### config.mk
export PLATFORM = sky130hd
export DESIGN_NAME = lpf_ctrl
export DESIGN_NICKNAME = d
export VERILOG_FILES = /design/src/design/lpf_pkg.sv /design/src/design/lpf_ctrl.sv
export SDC_FILE = /design/constraint.sdc
export NUM_CORES = 1
export LEC_CHECK = 0
export BUFFER_PORTS_ARGS = -buffer_cell sky130_fd_sc_hd__buf_4
export CORE_MARGIN = 2
export CORE_UTILIZATION = 37
export DETAILED_ROUTE_END_ITERATION = 8
export SLEW_MARGIN = 10
export SYNTH_ARGS = -nofsm -noshare
export SYNTH_HDL_FRONTEND = slang
export SYNTH_SLANG_ARGS = --single-unit
### constraint.sdc
create_clock -name clk -period 3.3 [get_ports clk]
set_input_delay 0.165 -clock clk [delete_from_list [all_inputs] [get_ports clk]]
set_output_delay 0.165 -clock clk [all_outputs]
set_load 0.005 [all_outputs]
### src/design/lpf_pkg.sv
// Shared types and constants for the lookahead path follower.
// Used by the controller, the datapath, the top level and the testbench; depends on nothing.
package lpf_pkg;
	localparam int PATH_DEPTH = 1024;
	localparam int AW = $clog2(PATH_DEPTH);
	localparam int CW = AW + 1;

	localparam logic [1:0] CMD_POINT = 2'd0;
	localparam logic [1:0] CMD_EMPTY = 2'd1;
	localparam logic [1:0] CMD_POSE  = 2'd2;
	localparam logic [1:0] CMD_TICK  = 2'd3;

	localparam logic [2:0] REG_DEFAULT_SPEED = 3'd0;
	localparam logic [2:0] REG_DESIRED_SPEED = 3'd1;
	localparam logic [2:0] REG_GAIN          = 3'd2;
	localparam logic [2:0] REG_LOOKAHEAD     = 3'd3;
	localparam logic [2:0] REG_GOAL_TOL      = 3'd4;
	localparam logic [2:0] REG_REQUEST_DIST  = 3'd5;
	localparam logic [2:0] REG_MODE          = 3'd6;

	localparam logic signed [19:0] ANG_PI      = 20'sd205887;
	localparam logic signed [19:0] ANG_HALF_PI = 20'sd102944;
	localparam logic signed [20:0] ANG_TWO_PI  = 21'sd411775;
	localparam int CORDIC_STEPS = 16;

	function automatic logic [16:0] atan_entry(input logic [3:0] i);
		case (i)
			4'd0: atan_entry = 17'd51472;
			4'd1: atan_entry = 17'd30386;
			4'd2: atan_entry = 17'd16055;
			4'd3: atan_entry = 17'd8150;
			4'd4: atan_entry = 17'd4091;
			4'd5: atan_entry = 17'd2047;
			4'd6: atan_entry = 17'd1024;
			4'd7: atan_entry = 17'd512;
			4'd8: atan_entry = 17'd256;
			4'd9: atan_entry = 17'd128;
			4'd10: atan_entry = 17'd64;
			4'd11: atan_entry = 17'd32;
			4'd12: atan_entry = 17'd16;
			4'd13: atan_entry = 17'd8;
			4'd14: atan_entry = 17'd4;
			default: atan_entry = 17'd2;
		endcase
	endfunction

	typedef struct packed {
		logic [1:0]   cmd;
		logic [31:0]  pos_x;
		logic [31:0]  pos_y;
		logic [15:0]  heading;
		logic         first_point;
	} in_word_t;

	typedef struct packed {
		logic [15:0]  out_speed;
		logic [15:0]  yaw_rate;
		logic         next_goal;
		logic         stopped;
	} out_word_t;

	typedef struct packed {
		logic [2:0]   index;
		logic [15:0]  value;
	} cfg_word_t;

	typedef enum logic [3:0] {
		ST_IDLE, ST_LAST_RD, ST_LAST_WAIT, ST_GOAL_CHK, ST_WALK_RD, ST_WALK_WAIT,
		ST_WALK_CHK, ST_CORDIC, ST_ERR, ST_MUL, ST_OUT, ST_HOLD
	} state_t;

	typedef struct packed {
		logic       rd_last;   // read final waypoint
		logic       rd_idx;    // read waypoint at walk index
		logic       load_diff; // latch offset and distance terms
		logic       sq_step;   // square step
		logic       cordic_init;
		logic       cordic_step;
		logic       err_step;
		logic       mul_step;
	} dp_cmd_t;

	typedef struct packed {
		logic near_req;
		logic near_tol;
		logic near_look;
		logic sq_done;
		logic cordic_done;
	} dp_stat_t;
endpackage

### src/design/lpf_ctrl.sv
// Controller: input decode, path state, tick sequencing, result hold.
// Depends on lpf_pkg.
module lpf_ctrl (
	input  logic                   clk,
	input  logic                   arst_n,
	input  logic                   in_valid,
	output logic                   in_ready,
	input  logic [1:0]             in_cmd,
	input  logic                   in_first,
	input  logic [7:0]             mode,
	output logic                   out_valid,
	input  logic                   out_ready,
	output logic                   out_go,
	output logic                   out_req_d,
	output logic                   out_stop_d,
	output lpf_pkg::dp_cmd_t       dcmd,
	input  lpf_pkg::dp_stat_t      stat,
	output logic                   wp_we,
	output logic [lpf_pkg::AW-1:0] wp_waddr,
	output logic [lpf_pkg::AW-1:0] last_addr,
	output logic [lpf_pkg::AW-1:0] idx_addr
);
	lpf_pkg::state_t state_q, state_d;
	logic [lpf_pkg::CW-1:0] count_q;
	logic [lpf_pkg::AW-1:0] tgt_q, walk_q;
	logic valid_q, sent_q, req_q, stop_q, ovalid_q;
	logic [3:0] errc_q;
	logic acc, tick, lastc;

	assign acc = in_valid && in_ready;
	assign tick = acc && in_cmd == lpf_pkg::CMD_TICK && mode >= 8'd2;
	assign wp_we = acc && in_cmd == lpf_pkg::CMD_POINT &&
		(in_first || count_q < lpf_pkg::CW'(lpf_pkg::PATH_DEPTH));
	assign wp_waddr = in_first ? '0 : count_q[lpf_pkg::AW-1:0];
	assign last_addr = lpf_pkg::AW'(count_q - 1'b1);
	assign idx_addr = walk_q;
	assign lastc = (walk_q == last_addr);
	assign out_valid = ovalid_q;
	assign out_req_d = req_q;
	assign out_stop_d = stop_q;
	assign in_ready = (state_q == lpf_pkg::ST_IDLE) && !ovalid_q;

	always_ff @(posedge clk or negedge arst_n) begin
		if (!arst_n) begin
			state_q <= lpf_pkg::ST_IDLE;
			count_q <= '0; tgt_q <= '0; walk_q <= '0;
			valid_q <= 1'b0; sent_q <= 1'b0; req_q <= 1'b0; stop_q <= 1'b0;
			ovalid_q <= 1'b0; errc_q <= '0;
		end else begin
			state_q <= state_d;
			if (ovalid_q && out_ready) ovalid_q <= 1'b0;
			if (acc && in_cmd == lpf_pkg::CMD_POINT) begin
				if (in_first) begin
					count_q <= lpf_pkg::CW'(1); tgt_q <= '0;
					sent_q <= 1'b0; valid_q <= 1'b1;
				end else if (wp_we) begin
					count_q <= count_q + 1'b1;
				end
			end
			if (acc && in_cmd == lpf_pkg::CMD_EMPTY) valid_q <= 1'b0;
			if (tick) begin
				req_q <= 1'b0;
				walk_q <= tgt_q;
			end
			if (state_q == lpf_pkg::ST_GOAL_CHK && stat.sq_done) begin
				if (!sent_q && stat.near_req) begin
					sent_q <= 1'b1; req_q <= 1'b1;
				end
			end
			if (state_q == lpf_pkg::ST_WALK_CHK && stat.sq_done && !lastc
				&& stat.near_look) walk_q <= walk_q + 1'b1;
			if (state_q == lpf_pkg::ST_CORDIC) errc_q <= '0;
			if (state_q == lpf_pkg::ST_ERR) errc_q <= errc_q + 4'd1;
			if (state_d == lpf_pkg::ST_HOLD && state_q != lpf_pkg::ST_HOLD) begin
				ovalid_q <= 1'b1;
				if (state_q == lpf_pkg::ST_OUT) tgt_q <= walk_q;
			end
			if (state_d == lpf_pkg::ST_HOLD && state_q != lpf_pkg::ST_OUT
				&& state_q != lpf_pkg::ST_HOLD) stop_q <= 1'b1;
			else if (state_q == lpf_pkg::ST_IDLE && tick) stop_q <= 1'b0;
		end
	end

	always_comb begin
		state_d = state_q;
		dcmd = '0;
		out_go = 1'b0;
		case (state_q)
			lpf_pkg::ST_IDLE: begin
				if (tick) begin
					if (!valid_q || count_q < lpf_pkg::CW'(2)) state_d = lpf_pkg::ST_HOLD;
					else state_d = lpf_pkg::ST_LAST_RD;
				end
			end
			lpf_pkg::ST_LAST_RD: begin
				dcmd.rd_last = 1'b1;
				state_d = lpf_pkg::ST_LAST_WAIT;
			end
			lpf_pkg::ST_LAST_WAIT: begin
				dcmd.load_diff = 1'b1;
				state_d = lpf_pkg::ST_GOAL_CHK;
			end
			lpf_pkg::ST_GOAL_CHK: begin
				// abs, x^2, y^2 accumulate over three steps
				dcmd.sq_step = !stat.sq_done;
				if (stat.sq_done) begin
					if (stat.near_tol) state_d = lpf_pkg::ST_HOLD;
					else state_d = lpf_pkg::ST_WALK_RD;
				end
			end
			lpf_pkg::ST_WALK_RD: begin
				dcmd.rd_idx = 1'b1;
				state_d = lpf_pkg::ST_WALK_WAIT;
			end
			lpf_pkg::ST_WALK_WAIT: begin
				dcmd.load_diff = 1'b1;
				state_d = lpf_pkg::ST_WALK_CHK;
			end
			lpf_pkg::ST_WALK_CHK: begin
				dcmd.sq_step = !stat.sq_done;
				if (stat.sq_done) begin
					if (!lastc && stat.near_look) state_d = lpf_pkg::ST_WALK_RD;
					else begin
						dcmd.cordic_init = 1'b1;
						state_d = lpf_pkg::ST_CORDIC;
					end
				end
			end
			lpf_pkg::ST_CORDIC: begin
				dcmd.cordic_step = 1'b1;
				if (stat.cordic_done) state_d = lpf_pkg::ST_ERR;
			end
			lpf_pkg::ST_ERR: begin
				dcmd.err_step = 1'b1;
				if (errc_q == 4'd3) state_d = lpf_pkg::ST_MUL;
			end
			lpf_pkg::ST_MUL: begin
				dcmd.mul_step = 1'b1;
				state_d = lpf_pkg::ST_OUT;
			end
			lpf_pkg::ST_OUT: begin
				out_go = 1'b1;
				state_d = lpf_pkg::ST_HOLD;
			end
			lpf_pkg::ST_HOLD: begin
				if (ovalid_q && out_ready) state_d = lpf_pkg::ST_IDLE;
			end
			default: state_d = lpf_pkg::ST_IDLE;
		endcase
	end
endmodule

==> results of run 1 <==
worst min path at each step:
stage / from / endpoint / slack (ns) / cells after the start
floorplan: arst_n / count_q[0] / -0.13 / 0
global placement: arst_n / valid_q / 0.21 / 1
detailed placement: arst_n / state_q[2] / 0.22 / 1
CTS: in_cmd[0] / valid_q / 0.08 / 2
global route: in_cmd[0] / valid_q / 0.08 / 2
finish: in_cmd[0] / valid_q / 0.09 / 2
flip-flops by register name, indices dropped and copies added (netlist names):
register,count
tgt_q,10
out_stop_d,1
sent_q,1
state_q,4
valid_q,1
out_valid,1
out_req_d,1
errc_q,4
idx_addr,10
count_q,11
cell usage after synthesis (all sizes together), types with 3 or more instances:
library cell,count
o21ai,24
xnor2,15
nor3b,3
clkbuf,16
and3,5
nand4,3
a21oi,11
or3,5
nor2b,11
inv,13
buf,5
nand2,45
mux2,3
nor4b,3
xor2,10
ha,4
nor2,36
nor4,8
dfrtp,44
nand3,19
nand2b,8
a32oi,3
and2,5
a31oi,7
nor3,9
a22oi,5
area by class of cell:
cell class                      instances  area share
Tap cell                              102      0.0352
Clock inverter                          2     0.00968
Inverter                               13      0.0135
Multi-Input combinational cell        271       0.480
Clock buffer                            6      0.0200
Timing Repair Buffer                   66       0.138
Sequential cell                        44       0.304
power by group:
group	switching [mW]	total, mW	internal (mW)
logic	0.663	1.35	0.689
clock network	0.189	0.414	0.225
registers	0.333	1.07	0.739
cell families after synthesis:
logic type | count (synthesis)
xor gates and xnor gates | 26
AOI/OAI and AO/OA | 71
and+or+nand+nor | 166
buffers and inverters | 34
muxes | 4
adders and majority gates | 4
DFF | 44
worst reg2reg max path, stage by stage (launching register included):
cell and delay [ns]:
dfrtp_1 0.52, inv_1 0.15, ha_1 0.32, xor2_4 0.18
xnor2_1 0.18, a2111oi_0 0.42, and4_4 0.32, a31oi_4 0.22
or3_1 0.38, o311a_1 0.11
timing repair:
item | CTS | global route
endpoints found under the setup margin | 0 | 0
hold buffers | 1 | 0
buffers inserted | 0 | 0
endpoints found under the hold margin | 44 | 0
stage by stage:
step	hold slack, ns	power (mW)	instance area, um2	worst slack [ns]
global route	0.0808	3.10	3620	0.148
CTS	0.0766	2.86	3620	0.375
finish	0.0888	2.84	3620	0.367
floorplan	-0.131	1.93	3000	0.735
detailed placement	0.215	2.43	3500	0.405
global placement	0.213	2.40	3500	0.516
layer usage:
layer  share of wire  global-route usage  wire (um)  up-vias
met4          0.0095              0.0411         72        0
li1                -                   -          -     1334
met1            0.47               0.251       3530     1285
met5               0                   0          0        -
met3           0.064              0.0353        484        9
met2            0.46               0.291       3510       78
==> reports/results.txt, run 1 <==
R2R depth = 9
Outcome = finished, final reports clean
Post-Syn Instances = 349
Hold/Removal Path Class = in -> reg
First-pass GRT wire length = 12,700 um
Number of enable flip-flop cells after synthesis = 0
Critical Path Sink Type = output port
Stages on the worst setup path = 9
Critical Path Max Stage Delay = 0.49 ns
Max Clock Freq = 341 MHz
Finished Layout Cells = 504
Syn Std Cell Area = 0.00300 mm2
Inserted Clock Buffers = 5
Maxcap violations = 0
Crit path from = count_q[0]
R2R Setup Slk = 0.40 ns
Final max-slew violation count = 0
Compound-Gate Fraction of Synth Area = 0.162
Area leader, netlist = dfrtp_1
Vias/cell = 5.37
Initial DRC Count = 158
Largest cells by area after synthesis = dfrtp_1 (37%), nand2_1 (5.6%), nor2_1 (4.5%), xnor2_1 (4.4%), o21ai_0 (3.5%)
DRC Markers = 0
Worst-Margin Slew = 0.601 ns
Share of layout cells above drive strength 1 = 0.216
Max VDD drop = 0.340 mV
Port bufs = 62
TritonCTS sink count = 44
Vias in the first global route = 2,570
CP delay by family, top = simple AND/OR/NAND/NOR gates
Flops & latches, synth = 44
Fin crit share = 0.889
Vias post-DR = 2,706
XOR/XNOR Fraction of Synth Area = 0.0868
Crit path buf inv count = 2
Drt total wl = 7590 um
Initial Util = 0.384
Clock root buffer = clkbuf_8
Antenna violations before repair = 0
Combinational family with the most area after synthesis = simple AND/OR/NAND/NOR gates
Core area = 0.00781 mm2
Mean Syn Cell Area = 8.59 um2
Post-route setup TNS = 0 ns
Footprint of the multi-input gates = 0.00174 mm2
DRT Pass-1 Iters = 4
Adder-cell share of the synthesized area = 0.0167
Diodes inserted = 0
Clock Latency Late Sink = 0.30 ns
Pwr per Cell Area = 784 mW/mm2
Sequential area share after synthesis = 0.367
# setup viols final = 0
R2r endpoint = idx_addr[9]
TritonCTS clock tree = done
Leakage = 1.62 nW
Slowest CP cell = dfrtp_1
Mux cell area share after synthesis = 0.0146
Placed Cells = 495
Area delta synth->final = 20.8%
Final Util = 0.464
Die area = 0.00884 mm2
FF-to-FF Start = count_q[0]
GP Congestion = 0.864
Final Skew = 0.00721 ns
FP Rows = 32
Final HPWL DP = 5650 um
Slew headroom = 0.596
Worst-path fanout max = 7
RSZ-0062 raised after global routing = no
Net count reported at finish = 425
Synth top area share = 0.367
Post-CTS Resized = 0
Final critical-path required period = 2.93 ns
Syn Nets = 373
Largest net degree at the start of global routing = 45
Asr flop ratio synth = 1.00
Startpoint Class = flip-flop
Data required, critical path = 3.13 ns
Reg area = 0.00110 mm2
Die width = 94.0 um
Critical path class = reg -> out
Crit path DAT = 2.77 ns
Fillers = 798
Worst-path clk slew = 0.09 ns
I/O Pins = 64
Die H = 94.0 um
Most frequent cells in the layout = buf_4 (65), nand2_1 (45), dfrtp_1 (44)
WL/cell = 15.1 um
Antenna Nets Post-Route = 0
Synth unique cells = 61
Maximum clock path buffer count = 2
Ys flop type = dfrtp_1
H-tree Lvls = 2
Commonest non-fill, non-tap cell in the layout = buf_4
All-Layer GR Usage = 0.181
Crit-path cells = inv_1, ha_1, nand2b_4, nor4_4, xor2_1, nor4b_1, o2111ai_1, a21oi_1, buf_4
Ys Warns = 0
Total gr overflow = 0
Synth Area in Simple Gates = 0.299
Fin. Hold Viols = 0
Worst Setup EP = dcmd[3]
Power figures use the tool's default switching activity.
==> inputs of run 2 (changes only) <==
==> constraint.sdc (replaced) <==
create_clock -name clk -period 3.3 [get_ports clk]
set_input_delay 0.33 -clock clk [delete_from_list [all_inputs] [get_ports clk]]
set_output_delay 0.33 -clock clk [all_outputs]
set_load 0.005 [all_outputs]
==> run 2 against run 1 <==
- total power increased by 0.31%
- register-to-register slack gained 0.03 ns
- sequential power hardly changed
- design area grew 0.10%
- first-iteration DRC count shrank 8.9%
- maximum frequency shrank 4.0%
- utilization about the same
- critical path depth is the same
- largest cell class unchanged
- highest routed layer unchanged
- combinational power about the same
==> reports/results.txt, run 2 (synthesis gave the netlist of run 1 again) <==
Pwr per Cell Area = 785 mW/mm2
Vias in the first global route = 2,611
Clock power share = 0.146
Worst-Margin Slew = 0.578 ns
DRC Markers = 0
Crit path buf inv count = 2
Initial DRC Count = 144
Area delta synth->final = 20.9%
Die width = 94.0 um
Largest net degree at the start of global routing = 45
Largest Register = count_q
RSZ-0062 raised after global routing = no
Hold_buf cts = 0
Worst-path fanout max = 7
Max reg flops = 11
Core area = 0.00781 mm2
GP Congestion = 0.865
Critical path class = reg -> out
FP Rows = 32
Antenna violations before repair = 0
Commonest non-fill, non-tap cell in the layout = buf_4
Share of layout cells above drive strength 1 = 0.221
Fin crit share = 0.926
Diodes inserted = 0
Critical Path Sink Type = output port
Global Route met2 Usage = 0.296
Final HPWL DP = 5520 um
Drt total wl = 7530 um
TritonCTS sink count = 44
Initial Util = 0.384
Clock root buffer = clkbuf_8
WL/cell = 14.9 um
Hold/Removal Path Class = in -> async
GRT met3 Usage = 0.0385
Data required, critical path = 2.97 ns
H-tree Lvls = 2
Die H = 94.0 um
Vias/cell = 5.37
I/O Pins = 64
TritonCTS clock tree = done
Layer with the highest usage = met2
Die area = 0.00884 mm2
Comb power frac = 0.478
Clock Latency Late Sink = 0.30 ns
Post-route setup TNS = 0 ns
Maxcap violations = 0
R2R Setup Slk = 0.43 ns
Max VDD drop = 0.454 mV
Final max-slew violation count = 0
Crit path DAT = 2.72 ns
Inserted Clock Buffers = 5
Seq pwr share = 0.377
CP delay by family, top = simple AND/OR/NAND/NOR gates
Final Cell Area = 0.00362 mm2
First-pass GRT wire length = 12,800 um
Power Internal = 1.65 mW
Startpoint Class = flip-flop
Antenna Nets Post-Route = 0
M1 GR Usage = 0.244
Final critical-path required period = 3.05 ns
Fin. Hold Viols = 0
Outcome = finished, final reports clean
Port bufs = 62
Slowest CP cell = dfrtp_1
Post-CTS setup buffer count = 0
Net count reported at finish = 425
Worst-path clk slew = 0.09 ns
Crit-path cells = inv_1, ha_1, nand2b_4, nor4_4, xor2_1, nor4b_2, o2111ai_1, a21oi_1, buf_4
Slew headroom = 0.615
Total gr overflow = 0
Most frequent cells in the layout = buf_4 (66), nand2_1 (45), dfrtp_1 (44)
Maximum clock path buffer count = 2
Sw Ratio = 0.419
# setup viols final = 0
Post-CTS Resized = 0
DRT Pass-1 Iters = 4
P_sw = 1.19 mW
Max Clock Freq = 327 MHz
Final Skew = 0.0101 ns
All-Layer GR Usage = 0.180
Critical Path Max Stage Delay = 0.49 ns
DP Area = 0.00351 mm2
Vias post-DR = 2,704
Leakage = 1.62 nW
==> run 2: path summary, 6_finish.rpt <==
path,from,endpoint,cells after the start
hold reg to reg,sent_q,sent_q,2
hold / removal,arst_n,state_q[2],1
max in group asynchronous,arst_n,idx_addr[9],1
min in group clk,in_cmd[0],valid_q,2
setup / recovery,count_q[0],dcmd[3],9
setup reg to reg,count_q[0],idx_addr[9],9
==> run 2: per-stage QoR <==
step           cells  power (mW)  utilization  worst slack (ns)  hold WS [ns]
2_1_floorplan    349        1.93            -             0.735        0.0344
3_3_place_gp     496        2.41        0.450             0.510         0.377
3_5_place_dp     496        2.43        0.450             0.463         0.371
4_1_cts          504        2.86        0.463             0.192        0.0470
5_1_grt          504        3.11        0.464            0.0785        0.0674
6_report         504        2.85        0.464             0.246        0.0201
==> run 2: layout make-up <==
class                      instances  area, um2
clock buffer                       6       72.6
timing repair buffer              66        495
fill                             788       4180
sequential                        44       1100
clock inverter                     2       35.0
tap                              102        128
inverter                          13       48.8
multi-input combinational        271       1740
==> run 2: worst reg2reg max path, stage by stage, from the launching register on <==
cell	delay, ns
dfrtp_1	0.51
inv_1	0.14
ha_1	0.31
xor2_4	0.19
xnor2_1	0.19
a2111oi_0	0.41
and4_4	0.31
a31oi_4	0.21
or3_1	0.37
o311a_1	0.11
==> run 2: power by group through the flow <==
stage | logic (mW) | registers (mW) | clock network (mW)
global route | 1.54 | 1.12 | 0.448
finish | 1.36 | 1.07 | 0.414
global placement | 1.33 | 1.08 | 0
CTS | 1.37 | 1.07 | 0.424
detailed placement | 1.35 | 1.08 | 0
floorplan | 1.02 | 0.915 | 0
==> run 2: per-layer routing <==
metal,vias to the layer above,routed length (um)
met5,-,0
met4,0,52
met3,7,420
met2,81,3490
met1,1286,3560
li1,1330,-
==> inputs of run 3 (changes only) <==
--- a/config.mk
+++ b/config.mk
@@ -5,6 +5,7 @@
 export SDC_FILE = /design/constraint.sdc
 export NUM_CORES = 1
 export LEC_CHECK = 0
+export ABC_AREA = 1
 export BUFFER_PORTS_ARGS = -buffer_cell sky130_fd_sc_hd__buf_4
 export CORE_MARGIN = 2
 export CORE_UTILIZATION = 37
==> run 3 against run 2 <==
- sequential share of layout area down 0.42 points
- synthesized cell count rose by 24%
- sequential power fell by 8%
- area after synthesis increased by 0.92%
==> reports/results.txt, run 3 <==
All-Layer GR Usage = 0.199
Sequential area share after synthesis = 0.364
Post-CTS Resized = 0
Die area = 0.00892 mm2
Flops & latches, synth = 44
Hold/Removal Path Class = in -> async
Commonest non-fill, non-tap cell in the layout = nand2_1
Syn Nets = 458
Crit-path cells = inv_1, ha_1, nand2_2, nor2_2, nand3_2, nand3_1, nand2_1, nor2_1, nand3_1, nand2_1, nand2_1, inv_1, buf_4
Die width = 94.4 um
Port bufs = 62
TritonCTS clock tree = done
TritonCTS sink count = 44
Critical path class = reg -> out
Leakage = 1.88 nW
Mean Syn Cell Area = 6.97 um2
Antenna Nets Post-Route = 0
Share of layout cells above drive strength 1 = 0.232
Initial Util = 0.388
Pwr per Cell Area = 805 mW/mm2
Largest cells by area after synthesis = dfrtp_1 (36%), nand2_1 (12%), nor2_1 (7.8%), inv_1 (7.6%), nand3_1 (6.8%)
H-tree Lvls = 2
I/O Pins = 64
Hold_buf cts = 0
Data required, critical path = 2.97 ns
Post-CTS setup buffer count = 0
Clock root buffer = clkbuf_8
Vias/cell = 5.01
WL/cell = 13.9 um
Fin. Hold Viols = 0
Post-Syn Instances = 434
Crit path DAT = 2.42 ns
Final Skew = 0.00944 ns
First-pass GRT wire length = 14,000 um
Antenna violations before repair = 0
CP delay by family, top = simple AND/OR/NAND/NOR gates
Max VDD drop = 0.263 mV
# setup viols final = 0
Asr flop ratio synth = 1.00
Drt total wl = 8300 um
Final critical-path required period = 2.75 ns
Worst-path clk slew = 0.09 ns
Top cells by count, synth = nand2_1 (95), nor2_1 (63), inv_1 (61)
DRC Markers = 0
Syn Std Cell Area = 0.00303 mm2
Max reg flops = 11
Largest net degree at the start of global routing = 45
Die H = 94.4 um
Total gr overflow = 0
DP Area = 0.00356 mm2
Most frequent cells in the layout = nand2_1 (95), nor2_1 (63), buf_4 (62)
Synth top area share = 0.364
Number of enable flip-flop cells after synthesis = 0
Inserted Clock Buffers = 5
Fin crit share = 0.834
Clock Latency Late Sink = 0.30 ns
Worst-Margin Slew = 0.603 ns
Slew headroom = 0.597
Max Clock Freq = 363 MHz
Area leader, netlist = dfrtp_1
Critical Path Sink Type = output port
Area delta synth->final = 21.5%
Final max-slew violation count = 0
DRT Pass-1 Iters = 5
Crit path buf inv count = 3
Vias post-DR = 2,994
Maximum clock path buffer count = 2
Post-route setup TNS = 0 ns
Ys Warns = 0
Ys flop type = dfrtp_1
Crit path top cell by count = nand2_1
Synth unique cells = 40
Vias in the first global route = 2,844
Final HPWL DP = 6430 um
Final Cell Area = 0.00368 mm2
Maxcap violations = 0
Core area = 0.00781 mm2
RSZ-0062 raised after global routing = no
Largest Register = count_q
Worst-path fanout max = 6
Count leader, synth = nand2_1
FP Rows = 32
Initial DRC Count = 163
Startpoint Class = flip-flop
GP Congestion = 0.879
Slowest CP cell = dfrtp_1
Critical Path Max Stage Delay = 0.46 ns
Net count reported at finish = 519
Diodes inserted = 0
Outcome = finished, final reports clean
==> run 3: area by class of cell <==
cell class / count / area, um2
timing repair buffer: 62 / 465
fill: 819 / 4130
sequential: 44 / 1100
multi-input combinational: 315 / 1620
inverter: 67 / 251
tap: 102 / 128
clock buffer: 5 / 68.8
clock inverter: 3 / 46.3
==> run 3: power breakdown <==
group / internal [mW] / switching, mW
clock network: 0.228 / 0.205
logic: 0.629 / 0.914
registers: 0.740 / 0.244
total: 1.60 / 1.36
==> run 3: path summary, 6_finish.rpt <==
check	from	to	slack (ns)	depth (start not counted)
min reg2reg	out_req_d	out_req_d	0.51	2
max reg2reg	count_q[0]	idx_addr[6]	0.80	14
min in group clk	in_cmd[1]	valid_q	0.26	3
max	count_q[0]	dcmd[3]	0.55	13
min	arst_n	count_q[5]	0.02	1
max in group asynchronous	arst_n	tgt_q[1]	2.88	1
==> run 3: per-layer routing <==
layer,global-route usage,vias up,share of wire
li1,-,1494,-
met1,0.269,1389,0.46
met2,0.336,101,0.46
met3,0.0335,10,0.066
met4,0.0447,0,0.015
met5,0,-,0
==> run 3: kinds of logic (layout without fill, tap and decap cells) <==
logic type / Yosys count / in the layout / synth area share
DFF: 44 / 44 / 0.364
AOI/OAI and AO/OA: 50 / 50 / 0.100
buffers and inverters: 75 / 137 / 0.102
and+or+nand+nor: 252 / 252 / 0.391
adders and majority gates: 4 / 4 / 0.0165
xor gates and xnor gates: 9 / 9 / 0.0261
==> run 3: through the flow <==
stage	cells	hold slack (ns)	power (mW)	worst slack, ns	util
CTS	598	0.0437	2.98	0.549	0.471
global route	598	0.0642	3.26	0.280	0.471
finish	598	0.0171	2.96	0.547	0.471
floorplan	434	0.0344	1.93	1.25	-
detailed placement	590	0.372	2.54	0.814	0.456
global placement	590	0.380	2.52	0.849	0.456
